## src/rtl/integer_affine_transform_defines.svh

```systemverilog
// Assertion macros shared by the integer affine transform RTL.
`ifndef INTEGER_AFFINE_TRANSFORM_DEFINES_SVH
`define INTEGER_AFFINE_TRANSFORM_DEFINES_SVH

`ifndef NO_ASSERTIONS
// Same-cycle implication, checked outside reset.
`define IAT_ASSERT_NOW(lbl, ante, cons, msg) \
    lbl: assert property (@(posedge clk) disable iff (!rst_n) (ante) |-> (cons)) \
        else $error(msg);
// Next-cycle implication, checked outside reset.
`define IAT_ASSERT_NEXT(lbl, ante, cons, msg) \
    lbl: assert property (@(posedge clk) disable iff (!rst_n) (ante) |=> (cons)) \
        else $error(msg);
`else
`define IAT_ASSERT_NOW(lbl, ante, cons, msg)
`define IAT_ASSERT_NEXT(lbl, ante, cons, msg)
`endif

`endif

```

## src/rtl/iat_pkg.sv

```systemverilog
// Types, codes and helpers for the integer affine transform.
`default_nettype none

package iat_pkg;

    localparam int DEFAULT_MAX_DIM = 8;

    localparam int DATA_W    = 32;
    localparam int DIM_W     = 4;
    localparam int ROW_W     = 3;
    localparam int COL_W     = 4;
    localparam int RES_COL_W = 3;
    localparam int OP_W      = 2;
    localparam int CFG_IDX_W = 2;

    // Operation codes
    localparam logic [OP_W-1:0] OP_LOAD_T  = 2'd0;
    localparam logic [OP_W-1:0] OP_LOAD_O  = 2'd1;
    localparam logic [OP_W-1:0] OP_COMPUTE = 2'd2;
    localparam logic [OP_W-1:0] OP_NONE    = 2'd3;

    // Configuration register indexes
    localparam logic [CFG_IDX_W-1:0] CFG_OUT_ROWS  = 2'd0;
    localparam logic [CFG_IDX_W-1:0] CFG_INNER_DIM = 2'd1;
    localparam logic [CFG_IDX_W-1:0] CFG_OUT_COLS  = 2'd2;
    localparam logic [CFG_IDX_W-1:0] CFG_UNUSED    = 2'd3;

    localparam logic [DIM_W-1:0] CFG_RESET = 4'd8;

    // Result status codes
    localparam logic STATUS_OK  = 1'b0;
    localparam logic STATUS_ERR = 1'b1;

    typedef enum logic [2:0] {
        ST_IDLE,
        ST_BIAS,
        ST_BWAIT,
        ST_READ,
        ST_MUL,
        ST_ACC,
        ST_EMIT
    } iat_state_t;

    // Store access: one write port and one read port per store
    typedef struct packed {
        logic               t_we;
        logic               o_we;
        logic [ROW_W-1:0]   w_row;
        logic [COL_W-1:0]   w_col;
        logic [DATA_W-1:0]  w_data;
        logic [ROW_W-1:0]   t_row;
        logic [COL_W-1:0]   t_col;
        logic [ROW_W-1:0]   o_row;
        logic [COL_W-1:0]   o_col;
    } iat_mem_req_t;

    // Multiply-accumulate unit controls
    typedef struct packed {
        logic load_bias;
        logic mul;
        logic acc;
    } iat_mac_ctl_t;

    // Saturate a size register into 1..max_dim
    function automatic logic [DIM_W-1:0] clamp_dim(input logic [DIM_W-1:0] v,
                                                   input int unsigned max_dim);
        logic [DIM_W-1:0] lim;
        lim = DIM_W'(max_dim);
        if (v == '0)
            return DIM_W'(1);
        else if (v > lim)
            return lim;
        else
            return v;
    endfunction

endpackage

`default_nettype wire

```

## src/rtl/iat_mac.sv

```systemverilog
// Shared multiply-accumulate unit: registered product, then wrapped accumulate.
`default_nettype none

module iat_mac (
    input  wire logic                        clk,
    input  wire iat_pkg::iat_mac_ctl_t       ctl,
    input  wire logic [iat_pkg::DATA_W-1:0]  a,
    input  wire logic [iat_pkg::DATA_W-1:0]  b,
    output logic [iat_pkg::DATA_W-1:0]       acc
);

    logic [iat_pkg::DATA_W-1:0] prod_reg;
    logic [iat_pkg::DATA_W-1:0] prod_next;
    logic [iat_pkg::DATA_W-1:0] acc_reg;
    logic [iat_pkg::DATA_W-1:0] acc_next;

    // Form product and accumulator updates; low word only, so it wraps
    always_comb
    begin
        prod_next = ctl.mul ? (a * b) : prod_reg;
        priority if (ctl.load_bias)
            acc_next = a;
        else if (ctl.acc)
            acc_next = acc_reg + prod_reg;
        else
            acc_next = acc_reg;
    end

    always_ff @(posedge clk)
    begin
        prod_reg <= prod_next;
        acc_reg  <= acc_next;
    end

    assign acc = acc_reg;

endmodule

`default_nettype wire

```

## config.mk

```make
export PLATFORM = sky130hd
export DESIGN_NAME = iat_mac
export DESIGN_NICKNAME = d
export VERILOG_FILES = /design/src/rtl/integer_affine_transform_defines.svh /design/src/rtl/iat_pkg.sv /design/src/rtl/iat_mac.sv
export SDC_FILE = /design/constraint.sdc
export NUM_CORES = 1
export LEC_CHECK = 0
export ABC_AREA = 1
export BUFFER_PORTS_ARGS = -buffer_cell sky130_fd_sc_hd__buf_4
export CAP_MARGIN = 5
export CELL_PAD_IN_SITES_DETAIL_PLACEMENT = 0
export CELL_PAD_IN_SITES_GLOBAL_PLACEMENT = 1
export CORE_UTILIZATION = 35
export DETAILED_ROUTE_END_ITERATION = 6
export GPL_TIMING_DRIVEN = 1
export PLACE_DENSITY = 0.75
export SYNTH_ARGS = -nofsm -noshare
export SYNTH_HDL_FRONTEND = slang
export SYNTH_SLANG_ARGS = --single-unit
```

## constraint.sdc

```tcl
create_clock -name clk -period 20.9 [get_ports clk]
set_clock_uncertainty 0.1 [all_clocks]
set_input_delay 1.045 -clock clk [delete_from_list [all_inputs] [get_ports clk]]
set_output_delay 1.045 -clock clk [all_outputs]
set_load 0.02 [all_outputs]
```

==> Yosys cells after proc, flatten, opt, wreduce, memory -nomap -nowiden <==
Index checks and enable logic that the tools add are counted.
{ "totals": {"regBits": 64, "latchBits": 0, "mem_bits_rw": 0, "romBits": 0, "input_bits": 68, "output_inout_bits": 32, "wordCells": 7, "n_memories": 0} }
{ "classes": {"add_sub_neg": 1, "multipliers": 1, "div_mod_pow": 0, "n_lt_le_gt_ge": 0, "n_eq_ne": 0, "shifts": 0, "n_mux": 2, "bitwise_logic": 0, "n_reduce_logical": 1} }
{ "op_table": {"columns": ["operator", "count"], "rows": [
  ["$mux W32", 2],
  ["$add A32 B32 Y32", 1],
  ["$mul A32 B32 Y32", 1],
  ["$reduce_bool A2 Y1", 1]
]} }

==> Logic depth before layout (Yosys ltp) <==
{ "depth": {"ltp_word": 3, "mapped_depth": 34, "mapped_depth_nobuf": 33} }

==> Worst setup path after synthesis <==
OpenSTA, ideal clock, no wires.
{ "synth_path": {"kind": "input to register", "from": "input port a[16] (netlist bit)", "to": "register prod_reg[28] (netlist bit), data pin", "setup_time_ps": 270, "arrival_ps": 6967, "t_required_ps": 20530, "slack_ps": 13563, "cell_stages": 25, "path_buffers": 2, "path_cell_list": "clkbuf_1 buf_1 nand2_1 fa_1 inv_1 fa_1 inv_1 fa_1 inv_1 fa_1 inv_1 fa_1 inv_1 fa_1 inv_1 fa_1 fa_1 inv_1 ha_1 nand2_1 nor2_1 a221oi_1 o21a_1 o41ai_2 xor2_1"} }
{ "synth_via": {"elab_chain_cells": 1} }
{ "synth_lines": {"columns": ["element", "line_no", "text"], "rows": [
  ["from (decl)", "iat_mac.sv:7", "input wire logic [iat_pkg::DATA_W-1:0] a,"],
  ["$mul A32 B32 Y32", "iat_mac.sv:20", "prod_next = ctl.mul ? (a * b) : prod_reg;"],
  ["to (signal assigned)", "iat_mac.sv:31", "prod_reg <= prod_next;"],
  ["to (decl)", "iat_mac.sv:12", "logic [iat_pkg::DATA_W-1:0] prod_reg;"]
]} }
No other way between the ends.
A chain may end at the register's enable or synchronous reset.

==> Final worst setup path <==
{ "layout_path": {"from": "input port b[2] (netlist bit)", "to": "register prod_reg[30] (netlist bit), data pin"} }
{ "layout_via": {"elab_chain_cells": 1} }
{ "layout_lines": {"columns": ["element", "line_no", "text"], "rows": [
  ["from (decl)", "iat_mac.sv:8", "input wire logic [iat_pkg::DATA_W-1:0] b,"],
  ["$mul A32 B32 Y32", "iat_mac.sv:20", null]
]} }
No other way between the ends.

==> impl_results.md <==
- Hold Path Origin: prod_reg[0]
- Met1 WL: 27130 um
- Net Count, Synth: 3351
- Post-DP HPWL: 50900 um
- Overall Global Routing Usage: 21.56%
- Post-DRT Antenna Nets: 0
- Area growth syn-to-layout: 7.601%
- Largest net degree at the start of global routing: 42
- Count of different cell masters after synthesis: 48
- Final setup violation count: 0
- Die W: 246.0 um
- R2R Setup Slk: 18.08 ns
- Cell area after placement: 22070 um^2
- First-pass GRT wire length: 100400 um
- Layout cells sized above 1: 5.954%
- CTS H-tree lvls: 3
- Vias in the first global route: 18150
- # IOs: 100
- Placed insts: 3478
- WS Path Type: in -> reg
- Std cell rows: 89
- Primary FF master, synth: edfxtp_1
- DR top layer: met4
- CTS resizes: 0
- Tmin final: 7.254 ns
- Fmax achieved: 137.8 MHz
- Routed met2 length: 30410 um
- Sequential area share after synthesis: 9.221%
- Clock tree buffer depth: 2
- Slew @ Worst Pin: 0.8852 ns
- Yosys warnings: 0
- WL met3: 3078 um
- Slew headroom: 40.99%
- Critical path launch point type: primary input
- CORE AREA: 58910 um^2
- FF+latch count, synth: 64
- Sinks on the clock net: 64
- Initial Utilization: 35.38%
- Post-CTS Setup Bufs: 0
- Tcrit/Tclk final: 34.71%
- TritonCTS clock tree: done
- Pins over their slew limit: 0
- Post-synthesis cell count: 2720
- TritonRoute pass-1 iters: 5
- Hold Path End: acc[0]
- Outcome: complete, no violations
- Total grt overflow: 0
- RSZ-0062 raised after global routing: no
- Reg-to-Reg End: acc[23]
- # diodes: 0
- Initial DRC count: 902
- Post-route cell area: 22430 um^2
- Crit. End Element: flip-flop
- Drt wl/cell: 17.82 um
- Die Y-Extent: 246.0 um
- Gpl congestion: 0.9099
- Post-layout instance count excluding filler cells: 3494
- Post-layout net count: 3347
- Max cap viols: 0
- Critical Path AT: 7.26 ns
- Clock latency on the worst-skew pair: 0.35 ns
- Routed vias/inst: 4.770
- Total number of vias: 16670
- Initial antenna violation count: 0
- Req. time, crit path: 20.90 ns
- Clk root buf: clkbuf_16
- Hold Crit Class: reg -> reg
- TNS Setup: 0 ns
- Num CTS Buffers: 9
- R2R depth: 14
- Worst-path clk slew: 0.06 ns
- # DRC: 0
- IO Port Bufs: 99
- Mean post-synth cell area: 7.662 um^2
- Final Hold Violating Endpoints: 0
- Final wirelength: 62280 um
- EDFF count, synth: 64
- Hold_buf cts: 0
- Post-synthesis async set-or-reset flop share: 0%
- Cell Area, Synth: 20840 um^2
- FF-to-FF Start: acc[13]
- Max Fanout on Critical Path: 31
- Worst Hold Path Cells: 3
- Die Footprint: 60530 um^2
==> stage by stage <==
| step | hold WS (ns) | setup slack (ns) | utilization (%) |
|---|---|---|---|
| finish | 0.5385 | 13.65 | 38.07 |
| global route | 0.6133 | 13.31 | 38.07 |
| CTS | 0.5396 | 13.67 | 38.07 |
| detailed placement | 0.5250 | 13.28 | 37.47 |
| global placement | 0.5230 | 13.33 | 37.47 |
| floorplan | 0.4986 | 13.56 | - |
==> critical path: stages <==
cell      delay [ns]
buf_4           0.34
nand2_1         0.15
fa_1            0.48
fa_1            0.53
inv_1           0.06
fa_1            0.49
inv_1           0.08
fa_1            0.54
inv_1           0.05
fa_1            0.50
inv_1           0.06
fa_1            0.57
fa_1            0.46
fa_1            0.49
inv_1           0.04
ha_1            0.37
nand2_1         0.09
inv_1           0.08
nand3_1         0.10
nor3_1          0.20
inv_1           0.06
o221ai_1        0.17
a31oi_1         0.10
xnor2_1         0.16
==> worst max-delay path by stage <==
| stage | startpoint | to | slack, ns | cells past startpoint |
|---|---|---|---|---|
| floorplan | a[16] | prod_reg[28] | 13.56 | 25 |
| global route | b[2] | prod_reg[30] | 13.31 | 24 |
| finish | b[2] | prod_reg[30] | 13.65 | 24 |
| global placement | b[8] | prod_reg[28] | 13.33 | 23 |
| CTS | b[2] | prod_reg[30] | 13.67 | 24 |
| detailed placement | b[2] | prod_reg[30] | 13.28 | 24 |
==> synthesized netlist by cell type (2+ instances only) <==
library cell    n  area [um^2]
buf_4           3        22.52
o21bai_2        2        22.52
nor4_1          2        12.51
nand2_2         8        50.05
nand2_1       799         2999
xnor2_1        25        219.0
inv_1         769         2887
or2_2          11        68.82
buf_2          19        95.09
a21o_1         12        90.09
fa_1          409         8188
nand3_2         4        40.04
a211oi_1        2        15.01
o21ai_2         3        26.28
a21oi_2         8        70.07
o21a_1          5        37.54
nor2_1         62        232.7
nand3_1        81        405.4
or2_0           2        12.51
ha_1          154         1927
a221oi_1        3        26.28
a21oi_1        50        250.2
a31oi_1        14        87.58
clkbuf_1       77        289.0
nor3_1         10        50.05
o21bai_1        6        45.04
nand3b_1        6        45.04
inv_2           6        22.52
buf_6           2        22.52
o21ai_1         4        20.02
o21ai_0        37        185.2
nand4_1        11        68.82
edfxtp_1       64         1922
buf_1          13        48.80
xor2_1         24        210.2
==> cell usage in the layout, fill, tap and decap left out, types with 8 or more instances in the layout <==
master,netlist,final
a31oi_1,14,14
ha_1,154,154
inv_1,769,769
or2_2,11,11
nand2_1,799,799
a21o_1,12,12
a21oi_2,8,8
nand3_1,81,81
xor2_1,24,24
buf_4,3,99
o21ai_0,37,37
clkbuf_16,0,9
nand4_1,11,11
fa_1,409,409
nor3_1,10,10
edfxtp_1,64,64
nor2_1,62,62
xnor2_1,25,25
nand2_2,8,8
a21oi_1,50,50
==> final cells by class <==
cell class                      instances  area, um^2
Sequential cell                        64        1922
Fill cell                            6102       36480
Tap cell                              773       967.2
Clock inverter                          7       126.4
Multi-Input combinational cell       1767       15530
Clock buffer                            9       225.2
Inverter                              775        2909
Timing Repair Buffer                   99       743.2
==> cells by family after synthesis <==
kind of cell / synth area share, %
adder cells (fa/ha/maj): 48.53
XOR/XNOR: 2.137
AND/OR/NAND/NOR: 19.23
flip-flops: 9.221
buffers and inverters: 16.25
AO/OA/AOI/OAI: 4.629
==> per-layer routing <==
layer,vias to the layer above,GRT usage [%]
met3,84,2.549
met1,8287,28.00
met2,466,37.42
met4,0,6.248
met5,-,0
li1,7831,-
Power is left out: the tool's default activity adds up to more than one toggle a clock period on the data nets, which glitch-free logic cannot reach.
