### config.mk
export PLATFORM = sky130hd
export DESIGN_NAME = iat_ctrl
export DESIGN_NICKNAME = d
export VERILOG_FILES = /design/src/rtl/iat_pkg.sv /design/src/rtl/iat_ctrl.sv
export VERILOG_INCLUDE_DIRS = /design/src /design/src/rtl
export SDC_FILE = /design/constraint.sdc
export NUM_CORES = 1
export LEC_CHECK = 0
export ABC_AREA = 1
export CAP_MARGIN = 30
export CORE_UTILIZATION = 50
export CTS_CLUSTER_DIAMETER = 60
export DETAILED_ROUTE_END_ITERATION = 12
export DONT_BUFFER_PORTS = 1
export PLACE_DENSITY = 0.72
export SLEW_MARGIN = 20
export SYNTH_ARGS = -nofsm -noshare
export SYNTH_HDL_FRONTEND = slang
export SYNTH_SLANG_ARGS = --single-unit
### constraint.sdc
create_clock -name clk -period 8.5 [get_ports clk]
set_input_delay 1.275 -clock clk [delete_from_list [all_inputs] [get_ports clk]]
set_output_delay 1.275 -clock clk [all_outputs]
set_load 0.05 [all_outputs]
### src/rtl/integer_affine_transform_defines.svh
// Assertion macros shared by the integer affine transform RTL.
`ifndef INTEGER_AFFINE_TRANSFORM_DEFINES_SVH
`define INTEGER_AFFINE_TRANSFORM_DEFINES_SVH

`ifndef NO_ASSERTIONS
// Same-cycle implication, checked outside reset.
`define IAT_ASSERT_NOW(lbl, ante, cons, msg) \
    lbl: assert property (@(posedge clk) disable iff (!rst_n) (ante) |-> (cons)) \
        else $error(msg);
// Next-cycle implication, checked outside reset.
`define IAT_ASSERT_NEXT(lbl, ante, cons, msg) \
    lbl: assert property (@(posedge clk) disable iff (!rst_n) (ante) |=> (cons)) \
        else $error(msg);
`else
`define IAT_ASSERT_NOW(lbl, ante, cons, msg)
`define IAT_ASSERT_NEXT(lbl, ante, cons, msg)
`endif

`endif

### src/rtl/iat_pkg.sv
// Types, codes and helpers for the integer affine transform.
`default_nettype none

package iat_pkg;

    localparam int DEFAULT_MAX_DIM = 8;

    localparam int DATA_W    = 32;
    localparam int DIM_W     = 4;
    localparam int ROW_W     = 3;
    localparam int COL_W     = 4;
    localparam int RES_COL_W = 3;
    localparam int OP_W      = 2;
    localparam int CFG_IDX_W = 2;

    // Operation codes
    localparam logic [OP_W-1:0] OP_LOAD_T  = 2'd0;
    localparam logic [OP_W-1:0] OP_LOAD_O  = 2'd1;
    localparam logic [OP_W-1:0] OP_COMPUTE = 2'd2;
    localparam logic [OP_W-1:0] OP_NONE    = 2'd3;

    // Configuration register indexes
    localparam logic [CFG_IDX_W-1:0] CFG_OUT_ROWS  = 2'd0;
    localparam logic [CFG_IDX_W-1:0] CFG_INNER_DIM = 2'd1;
    localparam logic [CFG_IDX_W-1:0] CFG_OUT_COLS  = 2'd2;
    localparam logic [CFG_IDX_W-1:0] CFG_UNUSED    = 2'd3;

    localparam logic [DIM_W-1:0] CFG_RESET = 4'd8;

    // Result status codes
    localparam logic STATUS_OK  = 1'b0;
    localparam logic STATUS_ERR = 1'b1;

    typedef enum logic [2:0] {
        ST_IDLE,
        ST_BIAS,
        ST_BWAIT,
        ST_READ,
        ST_MUL,
        ST_ACC,
        ST_EMIT
    } iat_state_t;

    // Store access: one write port and one read port per store
    typedef struct packed {
        logic               t_we;
        logic               o_we;
        logic [ROW_W-1:0]   w_row;
        logic [COL_W-1:0]   w_col;
        logic [DATA_W-1:0]  w_data;
        logic [ROW_W-1:0]   t_row;
        logic [COL_W-1:0]   t_col;
        logic [ROW_W-1:0]   o_row;
        logic [COL_W-1:0]   o_col;
    } iat_mem_req_t;

    // Multiply-accumulate unit controls
    typedef struct packed {
        logic load_bias;
        logic mul;
        logic acc;
    } iat_mac_ctl_t;

    // Saturate a size register into 1..max_dim
    function automatic logic [DIM_W-1:0] clamp_dim(input logic [DIM_W-1:0] v,
                                                   input int unsigned max_dim);
        logic [DIM_W-1:0] lim;
        lim = DIM_W'(max_dim);
        if (v == '0)
            return DIM_W'(1);
        else if (v > lim)
            return lim;
        else
            return v;
    endfunction

endpackage

`default_nettype wire

### src/rtl/iat_ctrl.sv
// Sequencer: configuration, load checks, dot-product stepping and result register.
`default_nettype none

`include "integer_affine_transform_defines.svh"

module iat_ctrl #(
    parameter int MAX_DIM = iat_pkg::DEFAULT_MAX_DIM
) (
    input  wire logic                           clk,
    input  wire logic                           rst_n,
    input  wire logic                           cfg_write,
    input  wire logic [iat_pkg::CFG_IDX_W-1:0]  cfg_index,
    input  wire logic [iat_pkg::DIM_W-1:0]      cfg_data,
    input  wire logic                           in_valid,
    output logic                                in_stall,
    input  wire logic [iat_pkg::OP_W-1:0]       op,
    input  wire logic [iat_pkg::ROW_W-1:0]      row_index,
    input  wire logic [iat_pkg::COL_W-1:0]      col_index,
    input  wire logic [iat_pkg::DATA_W-1:0]     element,
    output iat_pkg::iat_mem_req_t               req,
    output iat_pkg::iat_mac_ctl_t               mac_ctl,
    input  wire logic [iat_pkg::DATA_W-1:0]     acc,
    output logic                                out_valid,
    input  wire logic                           out_stall,
    output logic [iat_pkg::ROW_W-1:0]           res_row,
    output logic [iat_pkg::RES_COL_W-1:0]       res_col,
    output logic [iat_pkg::DATA_W-1:0]          res_value,
    output logic                                is_last,
    output logic                                status
);

    iat_pkg::iat_state_t state_reg, state_next;

    logic [iat_pkg::DIM_W-1:0] out_rows_reg, out_rows_next;
    logic [iat_pkg::DIM_W-1:0] inner_dim_reg, inner_dim_next;
    logic [iat_pkg::DIM_W-1:0] out_cols_reg, out_cols_next;

    logic [iat_pkg::ROW_W-1:0]     i_reg, i_next;
    logic [iat_pkg::RES_COL_W-1:0] j_reg, j_next;
    logic [iat_pkg::ROW_W-1:0]     k_reg, k_next;

    logic                          out_valid_reg, out_valid_next;
    logic [iat_pkg::ROW_W-1:0]     res_row_reg, res_row_next;
    logic [iat_pkg::RES_COL_W-1:0] res_col_reg, res_col_next;
    logic [iat_pkg::DATA_W-1:0]    res_value_reg, res_value_next;
    logic                          is_last_reg, is_last_next;
    logic                          status_reg, status_next;

    logic [iat_pkg::DIM_W-1:0] nr, ni, nc;
    logic [iat_pkg::DIM_W-1:0] nr_m1, ni_m1, nc_m1;
    logic out_free;
    logic in_accept;
    logic k_last;
    logic j_last;
    logic elem_last;
    logic t_ok;
    logic o_ok;

    // Effective sizes and loop end flags
    always_comb
    begin
        nr        = iat_pkg::clamp_dim(out_rows_reg, MAX_DIM);
        ni        = iat_pkg::clamp_dim(inner_dim_reg, MAX_DIM);
        nc        = iat_pkg::clamp_dim(out_cols_reg, MAX_DIM);
        nr_m1     = nr - iat_pkg::DIM_W'(1);
        ni_m1     = ni - iat_pkg::DIM_W'(1);
        nc_m1     = nc - iat_pkg::DIM_W'(1);
        k_last    = ({1'b0, k_reg} == ni_m1);
        j_last    = ({1'b0, j_reg} == nc_m1);
        elem_last = j_last && ({1'b0, i_reg} == nr_m1);
        t_ok      = ({1'b0, row_index} < nr) && (col_index <= ni);
        o_ok      = ({1'b0, row_index} < ni) && (col_index < nc);
    end

    // Take a new beat only when idle and the result register can accept one
    assign out_free  = !out_valid_reg || !out_stall;
    assign in_stall  = !((state_reg == iat_pkg::ST_IDLE) && out_free);
    assign in_accept = in_valid && !in_stall;

    // Configuration writes
    always_comb
    begin
        out_rows_next  = out_rows_reg;
        inner_dim_next = inner_dim_reg;
        out_cols_next  = out_cols_reg;
        if (cfg_write)
        begin
            unique case (cfg_index)
                iat_pkg::CFG_OUT_ROWS:  out_rows_next  = cfg_data;
                iat_pkg::CFG_INNER_DIM: inner_dim_next = cfg_data;
                iat_pkg::CFG_OUT_COLS:  out_cols_next  = cfg_data;
                iat_pkg::CFG_UNUSED:    ;
            endcase
        end
    end

    // Next state
    always_comb
    begin
        state_next = state_reg;
        unique case (state_reg)
            iat_pkg::ST_IDLE:
            begin
                if (in_accept && (op == iat_pkg::OP_COMPUTE))
                    state_next = iat_pkg::ST_BIAS;
            end
            iat_pkg::ST_BIAS:  state_next = iat_pkg::ST_BWAIT;
            iat_pkg::ST_BWAIT: state_next = iat_pkg::ST_READ;
            iat_pkg::ST_READ:  state_next = iat_pkg::ST_MUL;
            iat_pkg::ST_MUL:   state_next = iat_pkg::ST_ACC;
            iat_pkg::ST_ACC:
            begin
                state_next = k_last ? iat_pkg::ST_EMIT : iat_pkg::ST_READ;
            end
            iat_pkg::ST_EMIT:
            begin
                if (out_free)
                    state_next = elem_last ? iat_pkg::ST_IDLE : iat_pkg::ST_BIAS;
            end
            default: state_next = iat_pkg::ST_IDLE;
        endcase
    end

    // Outputs: store access, unit controls, counters and result register
    always_comb
    begin
        req        = '0;
        req.w_row  = row_index;
        req.w_col  = col_index;
        req.w_data = element;
        req.t_row  = i_reg;
        req.t_col  = (state_reg == iat_pkg::ST_BIAS) ? ni : {1'b0, k_reg};
        req.o_row  = k_reg;
        req.o_col  = {1'b0, j_reg};

        mac_ctl.load_bias = (state_reg == iat_pkg::ST_BWAIT);
        mac_ctl.mul       = (state_reg == iat_pkg::ST_MUL);
        mac_ctl.acc       = (state_reg == iat_pkg::ST_ACC);

        i_next = i_reg;
        j_next = j_reg;
        k_next = k_reg;

        // Drop the held beat once it is taken
        out_valid_next = out_valid_reg && out_stall;
        res_row_next   = res_row_reg;
        res_col_next   = res_col_reg;
        res_value_next = res_value_reg;
        is_last_next   = is_last_reg;
        status_next    = status_reg;

        unique case (state_reg)
            iat_pkg::ST_IDLE:
            begin
                if (in_accept)
                begin
                    unique case (op)
                        iat_pkg::OP_LOAD_T,
                        iat_pkg::OP_LOAD_O:
                        begin
                            if (op == iat_pkg::OP_LOAD_T)
                                req.t_we = t_ok;
                            else
                                req.o_we = o_ok;
                            // Flag a load that falls outside the sizes
                            if ((op == iat_pkg::OP_LOAD_T) ? !t_ok : !o_ok)
                            begin
                                out_valid_next = 1'b1;
                                res_row_next   = '0;
                                res_col_next   = '0;
                                res_value_next = '0;
                                is_last_next   = 1'b1;
                                status_next    = iat_pkg::STATUS_ERR;
                            end
                        end
                        iat_pkg::OP_COMPUTE:
                        begin
                            i_next = '0;
                            j_next = '0;
                        end
                        iat_pkg::OP_NONE: ;
                    endcase
                end
            end
            iat_pkg::ST_BIAS:
            begin
                k_next = '0;
            end
            iat_pkg::ST_BWAIT,
            iat_pkg::ST_READ,
            iat_pkg::ST_MUL: ;
            iat_pkg::ST_ACC:
            begin
                if (!k_last)
                    k_next = k_reg + iat_pkg::ROW_W'(1);
            end
            iat_pkg::ST_EMIT:
            begin
                if (out_free)
                begin
                    out_valid_next = 1'b1;
                    res_row_next   = i_reg;
                    res_col_next   = j_reg;
                    res_value_next = acc;
                    is_last_next   = elem_last;
                    status_next    = iat_pkg::STATUS_OK;
                    // Advance in row-major order
                    if (!elem_last)
                    begin
                        if (j_last)
                        begin
                            j_next = '0;
                            i_next = i_reg + iat_pkg::ROW_W'(1);
                        end
                        else
                        begin
                            j_next = j_reg + iat_pkg::RES_COL_W'(1);
                        end
                    end
                end
            end
            default: ;
        endcase
    end

    // Control registers
    always_ff @(posedge clk or negedge rst_n)
    begin
        if (!rst_n)
        begin
            state_reg     <= iat_pkg::ST_IDLE;
            out_rows_reg  <= iat_pkg::CFG_RESET;
            inner_dim_reg <= iat_pkg::CFG_RESET;
            out_cols_reg  <= iat_pkg::CFG_RESET;
            out_valid_reg <= 1'b0;
            i_reg         <= '0;
            j_reg         <= '0;
            k_reg         <= '0;
        end
        else
        begin
            state_reg     <= state_next;
            out_rows_reg  <= out_rows_next;
            inner_dim_reg <= inner_dim_next;
            out_cols_reg  <= out_cols_next;
            out_valid_reg <= out_valid_next;
            i_reg         <= i_next;
            j_reg         <= j_next;
            k_reg         <= k_next;
        end
    end

    // Result payload
    always_ff @(posedge clk)
    begin
        res_row_reg   <= res_row_next;
        res_col_reg   <= res_col_next;
        res_value_reg <= res_value_next;
        is_last_reg   <= is_last_next;
        status_reg    <= status_next;
    end

    assign out_valid = out_valid_reg;
    assign res_row   = res_row_reg;
    assign res_col   = res_col_reg;
    assign res_value = res_value_reg;
    assign is_last   = is_last_reg;
    assign status    = status_reg;

    // Checks
    `IAT_ASSERT_NOW(a_store_write_idle, req.t_we || req.o_we, state_reg == iat_pkg::ST_IDLE, "store written outside idle")
    `IAT_ASSERT_NOW(a_k_in_range, state_reg == iat_pkg::ST_ACC, {1'b0, k_reg} < ni, "inner index beyond size")
    `IAT_ASSERT_NOW(a_mul_after_read, state_reg == iat_pkg::ST_MUL, $past(state_reg) == iat_pkg::ST_READ, "product without a read")
    `IAT_ASSERT_NOW(a_emit_in_range, state_reg == iat_pkg::ST_EMIT, ({1'b0, i_reg} < nr) && ({1'b0, j_reg} < nc), "result index beyond size")
    `IAT_ASSERT_NEXT(a_last_to_idle, (state_reg == iat_pkg::ST_EMIT) && out_free && elem_last, (state_reg == iat_pkg::ST_IDLE) && out_valid_reg && is_last_reg, "final element not closing the run")

endmodule

`default_nettype wire

* Word-level counts from Yosys, hierarchy flattened
Cells that the tools add are included.
** Cells by class
- Reduce and logical (&&, ||, !) cells :: 30
- Multiplexer cells :: 54
- Add/sub/neg operators :: 6
- Magnitude comparators :: 7
- Equality and inequality tests :: 22
** Operators with widths (number)
- $mux 32 :: 4
- $pmux 32 s2 :: 1
- $mux 3 :: 17
- $pmux 3 s2 :: 5
- $mux 4 :: 7
- $pmux 3 s7 :: 1
- $mux 1 :: 13
- $eq 3x4->1 :: 3
- $gt 4x4->1 const B :: 3
- $logic_not 4->1 :: 3
- $sub 4x1->4 const B :: 3
- $ne 2x2->1 const B :: 5
- $reduce_and 2->1 :: 5
- $reduce_and 5->1 :: 2
- $add 3x1->3 const B :: 3
- $eq 3x3->1 const B :: 3
- $lt 3x4->1 :: 2
- $ne 2x1->1 const B :: 4
- $logic_and 1x1->1 :: 7
- $eq 3x2->1 const B :: 2
- $mux 2 :: 3
- $pmux 1 s2 :: 3
- $reduce_and 6->1 :: 1
- $logic_not 1->1 :: 5
- 10 further kinds :: 14
** Word-level totals
- Input port bits :: 84
- Word-level logic and storage cells :: 132
- Register bits :: 65

* Longest topological paths before layout
Gate-level depths: netlist of the first run.
- Depth after elaboration :: 11
- Depth in mapped cells :: 16
- Mapped depth without buffers :: 16

* Worst setup path after synthesis of the first run
No wires, ideal clock.
- Path type :: input-to-reg
- From :: input port col_index[3] in the netlist's numbering
- To :: register is_last_reg, in the netlist is_last, enable pin
- Data required time :: 8.049 ns
- Slack :: 4.059 ns
- Arrival :: 3.990 ns
- Stages :: 11
- Setup time :: 0.451 ns
- Path buffers :: 0
- Path through :: ha_1 -> nand2_1 -> inv_1 -> nand2_1 -> nand2_1 -> a21oi_1 -> nand3_1 -> nand2_1 -> inv_1 -> nand2_1 -> a21oi_1
** On the way
- Longest elaborated chain between the ends :: 6
** RTL lines
- start: declaration :: line iat_ctrl.sv:18 : input wire logic [iat_pkg::COL_W-1:0] col_index,
- $lt 4x4->1 or $le 4x4->1 (tied branches) :: line iat_ctrl.sv:72, iat_ctrl.sv:71
- $logic_and 1x1->1, on equally long branches :: line iat_ctrl.sv:72, iat_ctrl.sv:71
- $logic_not 1->1 :: line iat_ctrl.sv:166 : if ((op == iat_pkg::OP_LOAD_T) ? !t_ok : !o_ok)
- $mux 1 (*) :: line iat_ctrl.sv:166
- $ne 2x1->1 (no source line) (*)
- $reduce_and 5->1 (no source line) (*)
- end signal: assignment :: line iat_ctrl.sv:259 : is_last_reg <= is_last_next;
- end: declaration :: line iat_ctrl.sv:46 : logic is_last_reg, is_last_next;
Every way passes the cells marked *; elsewhere a longest branch is shown, timed or not.
A chain may end at the register's enable or synchronous reset.

==> flow_summary_export.csv, run 1 <==
group,metric,value,unit
run_status,status,"finished, final reports clean",
drt,drt_first_pass_iters,4,
timing,max_slew.worst_pin.slew,0.940,ns
layout,layout.cells.most_common,"nand2_1",
pwr,power.share.sequential,51.8,%
clock_tree,clock_insertion_delay_at_the_later_pin_of_the_skew_report,0.34,ns
pwr,p_int,0.730,mW
yosys,synthDominantCellAreaShare,32.8,%
global_routing,overflow,0,
die,die_width,87.6,um
yosys,synthCells,418,
clock_tree,cts_setup_buffers,0,
die,placement_rows,30,
pwr,cellPowerDensity,359,nW/um2
critical_path,timing.critical_path.to,"req[54]",
critical_path,reg2reg_setup_slack,5.62,ns
critical_path,worstReg2RegStart,"inner_dim_reg[3]",
die,die_height,87.6,um
yosys,synth_area,3670,um2
pwr,switchingPower,0.627,mW
timing,timing.max_slew.rel_slack,36.9,%
global_routing,grt_antenna_before_repair,0,
clock_tree,clock_sinks,65,
critical_path,crit_path_end_kind,"output pin",
clock_tree,tritoncts_clock_tree,"yes",
drt,routed-via-count,2429,
timing,holdWs,0.494,ns
die,start_util,52.8,%
flow_run,cap_viol_max_count,0,
placed_design,placed_cell_area,3520,um2
yosys,synth_compound_area_share,5.39,%
layout,fin_cells,490,
pwr,clockPowerShare,23.7,%
critical_path,crit_path_max_fanout,3,
placed_design,port_buffers,0,
global_routing,pin_count_of_the_biggest_net_entering_global_routing,46,
layout,mostFrequentLayoutCells,"nand2_1 (76), inv_1 (73), nor2_1 (57)",
yosys,synth-xor-area-share,2.39,%
pwr,report.power.total,1.36,mW
layout,final_net_count,490,
yosys,synth_sequential_area_ratio,49.9,%
critical_path,critical_path.startpoint_type,"primary input",
critical_path,critical_path_arrival,2.75,ns
worst_hold_path,min_delay_path_depth,2,
yosys,syn_area_per_cell,8.77,um2
pwr,cellLeakagePower,1.79,nW
worst_hold_path,hp-class,"reg -> reg",
layout,syn_to_final_growth,2.97,%
clock_tree,cts_resized,0,
yosys,synth.area.top_cells,"edfxtp_1 (33%), dfrtp_1 (15%), buf_4 (8.2%)",
pwr,ir_worst_vdd,169,uV
drt,drc_errors,0,
placed_design,post-place-ws,4.48,ns
clock_tree,clk_pin_slew,0.07,ns
timing,timing.final.hold_violations,0,
timing,setup_viol_count_final,0,
layout,total_non_filler_cell_area_in_the_finished_layout,3770,um2
yosys,postSynthRegisterBits,65,
yosys,post_synth_top_area_cell,"edfxtp_1",
yosys,yosys-mux-area-fraction,0,%
layout,largest_register_ffs,32,
clock_tree,cts_htree_levels,3,
placed_design,gp_congestion,0.791,
placed_design,post-dp-hpwl,5370,um
yosys,synth-adder-area-share,5.80,%
yosys,synth_top_family_by_area,"simple AND/OR/NAND/NOR gates",
pwr,power.share.switching,46.2,%
critical_path,worstRegToRegCells,16,
die,ioPinCount,184,
critical_path,cp-startpoint,"col_index[3]",
timing,finalClockSkew,0.00670,ns
clock_tree,cts_inserted_buffers,9,
global_routing,first_global_vias,2200,
clock_tree,cts_hold_buf,0,
layout,layout-drive-gt1-share,9.90,%
critical_path,required,7.22,ns
global_routing,grt_first_pass_wirelength,10700,um
yosys,synth_warnings,0,
timing,final.period_utilization,47.4,%
yosys,synthSimpleGateAreaFrac,19.7,%
die,die-area,7680,um2
pwr,comb_power_share,24.6,%
critical_path,critical_path.reg2reg.endpoint,"status",
timing,final_critical_path_setup_slack,4.47,ns
global_routing,overall_global_routing_usage,18.6,%
drt,drtAntennaViolNets,0,
drt,route.detailed.vias_per_inst,4.96,
drt,wl_per_cell,14.2,um
drt,drt-total-wl,6980,um
timing,unrepaired_setup_endpoints_after_global_routing,"false",
placed_design,dp.cells,472,
layout,finalCoreUtilization,54.4,%
timing,setup_total_negative_slack,0,ns
yosys,synth_cell_type_count,30,
yosys,synth_fp_nets,519,
clock_tree,ctsRootBufferMaster,"clkbuf_8",
die,design.core.area,6940,um2
clock_tree,cts.path.max_buffers,2,
critical_path,timing.setup.critical_path_class,"in -> out",
timing,finalCriticalPeriod,4.03,ns
timing,drv_slew,0,
layout,diodes,0,
timing,achievable-frequency,248,MHz
drt,detailedRoute.firstIterationViolations,99,
-- critical path: stages --
cell	delay [ns]
ha_1	0.28
a21oi_1	0.16
nand2_1	0.07
a21oi_1	0.13
nand3_1	0.12
nor2_1	0.71
-- power groups by stage --
stage / registers (mW) / logic (mW) / clock network, mW
final: 0.702 / 0.333 / 0.321
after global routing: 0.714 / 0.377 / 0.338
after CTS: 0.704 / 0.334 / 0.327
after detailed placement: 0.710 / 0.333 / 0
after global placement: 0.707 / 0.308 / 0
after floorplan: 0.696 / 0.313 / 0
-- layer usage --
metal	global-route usage [%]	share of wire, %	vias up
met5	0	0	-
met4	11.2	3.2	0
met3	6.22	7.9	32
met2	30.7	48	105
met1	20.9	41	1085
li1	-	-	1207
-- cell usage after synthesis (all sizes together) --
master	instances
nand3b	1
conb	1
dfrtp	22
buf	44
ha	17
nand2	78
o21bai	3
o2111ai	1
a21oi	7
nor3	5
xnor2	4
dfstp	3
nor2	60
inv	78
nand4	4
edfxtp	40
nand3	16
o21ai	25
clkinv	1
a31oi	1
xor2	6
or2	1
-- cells by family after synthesis --
kind of cell             count (synthesis)
adder cells (fa/ha/maj)                 17
flip-flops                              65
AND/OR/NAND/NOR                        165
other                                    1
buffers and inverters                  123
AO/OA/AOI/OAI                           37
XOR/XNOR                                10
-- how the worst min path moves through the flow --
| stage | startpoint | to | slack, ns |
|---|---|---|---|
| 2_1_floorplan | out_cols_reg[0] | out_cols_reg[0] | 0.45 |
| 3_3_place_gp | out_cols_reg[0] | out_cols_reg[0] | 0.47 |
| 3_5_place_dp | inner_dim_reg[0] | inner_dim_reg[0] | 0.48 |
| 4_1_cts | out_cols_reg[3] | out_cols_reg[3] | 0.50 |
| 5_1_grt | out_cols_reg[3] | out_cols_reg[3] | 0.52 |
| 6_report | out_cols_reg[3] | out_cols_reg[3] | 0.49 |
-- area by class of cell --
cell class | count | area, um2
timing repair buffer | 4 | 46.3
fill | 629 | 3170
multi-input combinational | 230 | 1240
clock buffer | 9 | 124
sequential | 65 | 1830
tap | 96 | 120
inverter | 79 | 297
clock inverter | 7 | 118
Note: power is estimated with default switching activity, not from simulation.
==> inputs of run 2 (changes only) <==
clock period = 3.9 ns   (was 8.5 ns; I/O delays follow)
==> run 2 against run 1 <==
Global-route usage down 0.95 points; total power rose by 110%; worst setup slack got worse by 3.4 ns; clock power increased by 76%; non-clock buffer count is the same; die area stayed put; first-iteration DRC count grew 49%; via count increased by 0.58%; wire length decreased by 3.5%; critical path type is now reg -> out.
==> flow_summary_export.csv, run 2 (synthesis results as in run 1) <==
group,metric,value,unit
global_routing,overflow,0,
pwr,clockPowerShare,20.2,%
timing,setup_total_negative_slack,0,ns
timing,max_slew.worst_pin.slew,0.989,ns
placed_design,port_buffers,0,
layout,total_non_filler_cell_area_in_the_finished_layout,3710,um2
pwr,report.power.total,2.79,mW
die,placement_rows,30,
drt,drtAntennaViolNets,0,
layout,finalCoreUtilization,53.4,%
timing,achievable-frequency,358,MHz
timing,timing.max_slew.rel_slack,33.8,%
clock_tree,tritoncts_clock_tree,"yes",
layout,mostFrequentLayoutCells,"nand2_1 (76), inv_1 (73), nor2_1 (57)",
run_status,status,"finished, final reports clean",
layout,diodes,0,
drt,wl_per_cell,13.7,um
drt,drc_errors,0,
pwr,power.share.switching,48.5,%
global_routing,grt_antenna_before_repair,0,
die,ioPinCount,184,
pwr,cellLeakagePower,1.77,nW
placed_design,post-place-ws,1.35,ns
critical_path,crit_path_end_kind,"output pin",
timing,setup_viol_count_final,0,
flow_run,cap_viol_max_count,0,
drt,drt_first_pass_iters,4,
timing,finalClockSkew,0.00938,ns
critical_path,cp_cell_sequence,"inv_1 > nand2_1 > ha_1 > nand2_1 > nand2_1 > nand2_1 > nand2_1 > a21oi_1 > nand3_1 > nor2_1 > buf_4",
die,die_width,87.6,um
clock_tree,ctsRootBufferMaster,"clkbuf_8",
die,design.core.area,6940,um2
critical_path,worstRegToRegCells,16,
pwr,p_int,1.44,mW
drt,detailedRoute.firstIterationViolations,148,
critical_path,critical_path_arrival,2.21,ns
clock_tree,cts_hold_buf,1,
critical_path,critPathBufInv,2,
placed_design,post-dp-hpwl,5110,um
drt,route.detailed.vias_per_inst,4.99,
drt,drt-total-wl,6730,um
clock_tree,cts_inserted_buffers,9,
pwr,comb_power_share,25.1,%
layout,fillers,638,
critical_path,timing.setup.critical_path_class,"reg -> out",
die,die_height,87.6,um
die,start_util,52.8,%
clock_tree,clock_sinks,65,
layout,layout.cells.most_common,"nand2_1",
placed_design,dp.cells,473,
critical_path,max_stage_delay,0.54,ns
drt,routed-via-count,2443,
timing,holdWs,0.0788,ns
timing,drv_slew,0,
die,die-area,7680,um2
critical_path,critical_path.reg2reg.endpoint,"res_value[12]",
layout,final_net_count,490,
critical_path,reg2reg_setup_slack,1.33,ns
timing,finalCriticalPeriod,2.79,ns
timing,unrepaired_setup_endpoints_after_global_routing,"false",
clock_tree,cts_resized,0,
layout,layout-drive-gt1-share,10.2,%
pwr,cellPowerDensity,753,nW/um2
clock_tree,clk_pin_slew,0.08,ns
clock_tree,cts.path.max_buffers,2,
critical_path,critical_path.startpoint_type,"register",
critical_path,required,3.31,ns
placed_design,gp_congestion,0.825,
global_routing,first_global_vias,2099,
layout,fin_cells,490,
critical_path,crit_path_max_fanout,7,
placed_design,placed_cell_area,3510,um2
critical_path,critical-path-top-delay-family,"simple AND/OR/NAND/NOR gates",
pwr,switchingPower,1.35,mW
timing,final.period_utilization,71.7,%
layout,largest_register_ffs,32,
layout,syn_to_final_growth,1.19,%
critical_path,crit_top_cell,"nand2_1",
clock_tree,clock_insertion_delay_at_the_later_pin_of_the_skew_report,0.34,ns
clock_tree,cts_setup_buffers,0,
critical_path,worstReg2RegStart,"inner_dim_reg[3]",
global_routing,grt_first_pass_wirelength,10100,um
timing,timing.final.hold_violations,0,
global_routing,pin_count_of_the_biggest_net_entering_global_routing,46,
timing,final_critical_path_setup_slack,1.11,ns
global_routing,overall_global_routing_usage,17.6,%
worst_hold_path,hp-class,"in -> async",
critical_path,critical_path.slowest_cell,"dfstp_2",
pwr,power.share.sequential,54.8,%
clock_tree,cts_htree_levels,3,
pwr,ir_worst_vdd,292,uV
[run 2: cell types whose count changed in the layout (fill, tap and decap cells not counted), sizes merged]
cell / change
buf: +1
bufinv: -2
clkbuf: -1
clkinv: +3
inv: -1
[run 2: worst max path at each step]
stage / startpoint / end / slack (ns) / cells past startpoint
after floorplan: inner_dim_reg[3] / is_last / 0.04 / 15
after global placement: inner_dim_reg[3] / res_value[11] / 1.43 / 16
after detailed placement: inner_dim_reg[3] / res_value[29] / 1.35 / 16
after CTS: inner_dim_reg[3] / req[54] / 1.09 / 11
after global routing: inner_dim_reg[3] / req[54] / 0.99 / 11
final: inner_dim_reg[3] / req[54] / 1.11 / 11
[run 2: cell type report]
type	count	area (um2)	share of cell area (%)
Tap cell	96	120	3.24
Multi-Input combinational cell	230	1240	33.4
Sequential cell	65	1830	49.3
Clock buffer	9	124	3.34
Clock inverter	7	71.3	1.92
Timing Repair Buffer	4	27.5	0.742
Inverter	79	297	7.99
[run 2: power by group through the flow]
stage	clock [mW]	sequential, mW	combinational (mW)
2_1_floorplan	0	1.52	0.683
3_3_place_gp	0	1.54	0.682
3_5_place_dp	0	1.54	0.700
4_1_cts	0.568	1.53	0.708
5_1_grt	0.603	1.55	0.790
6_report	0.564	1.53	0.700
[run 2: per-layer routing]
layer / vias to the layer above / part of all wire (%) / global-route usage [%]
li1: 1212 / - / -
met1: 1098 / 41 / 19.8
met2: 101 / 47 / 29.0
met3: 32 / 7.8 / 5.94
met4: 0 / 3.4 / 10.7
met5: - / 0 / 0
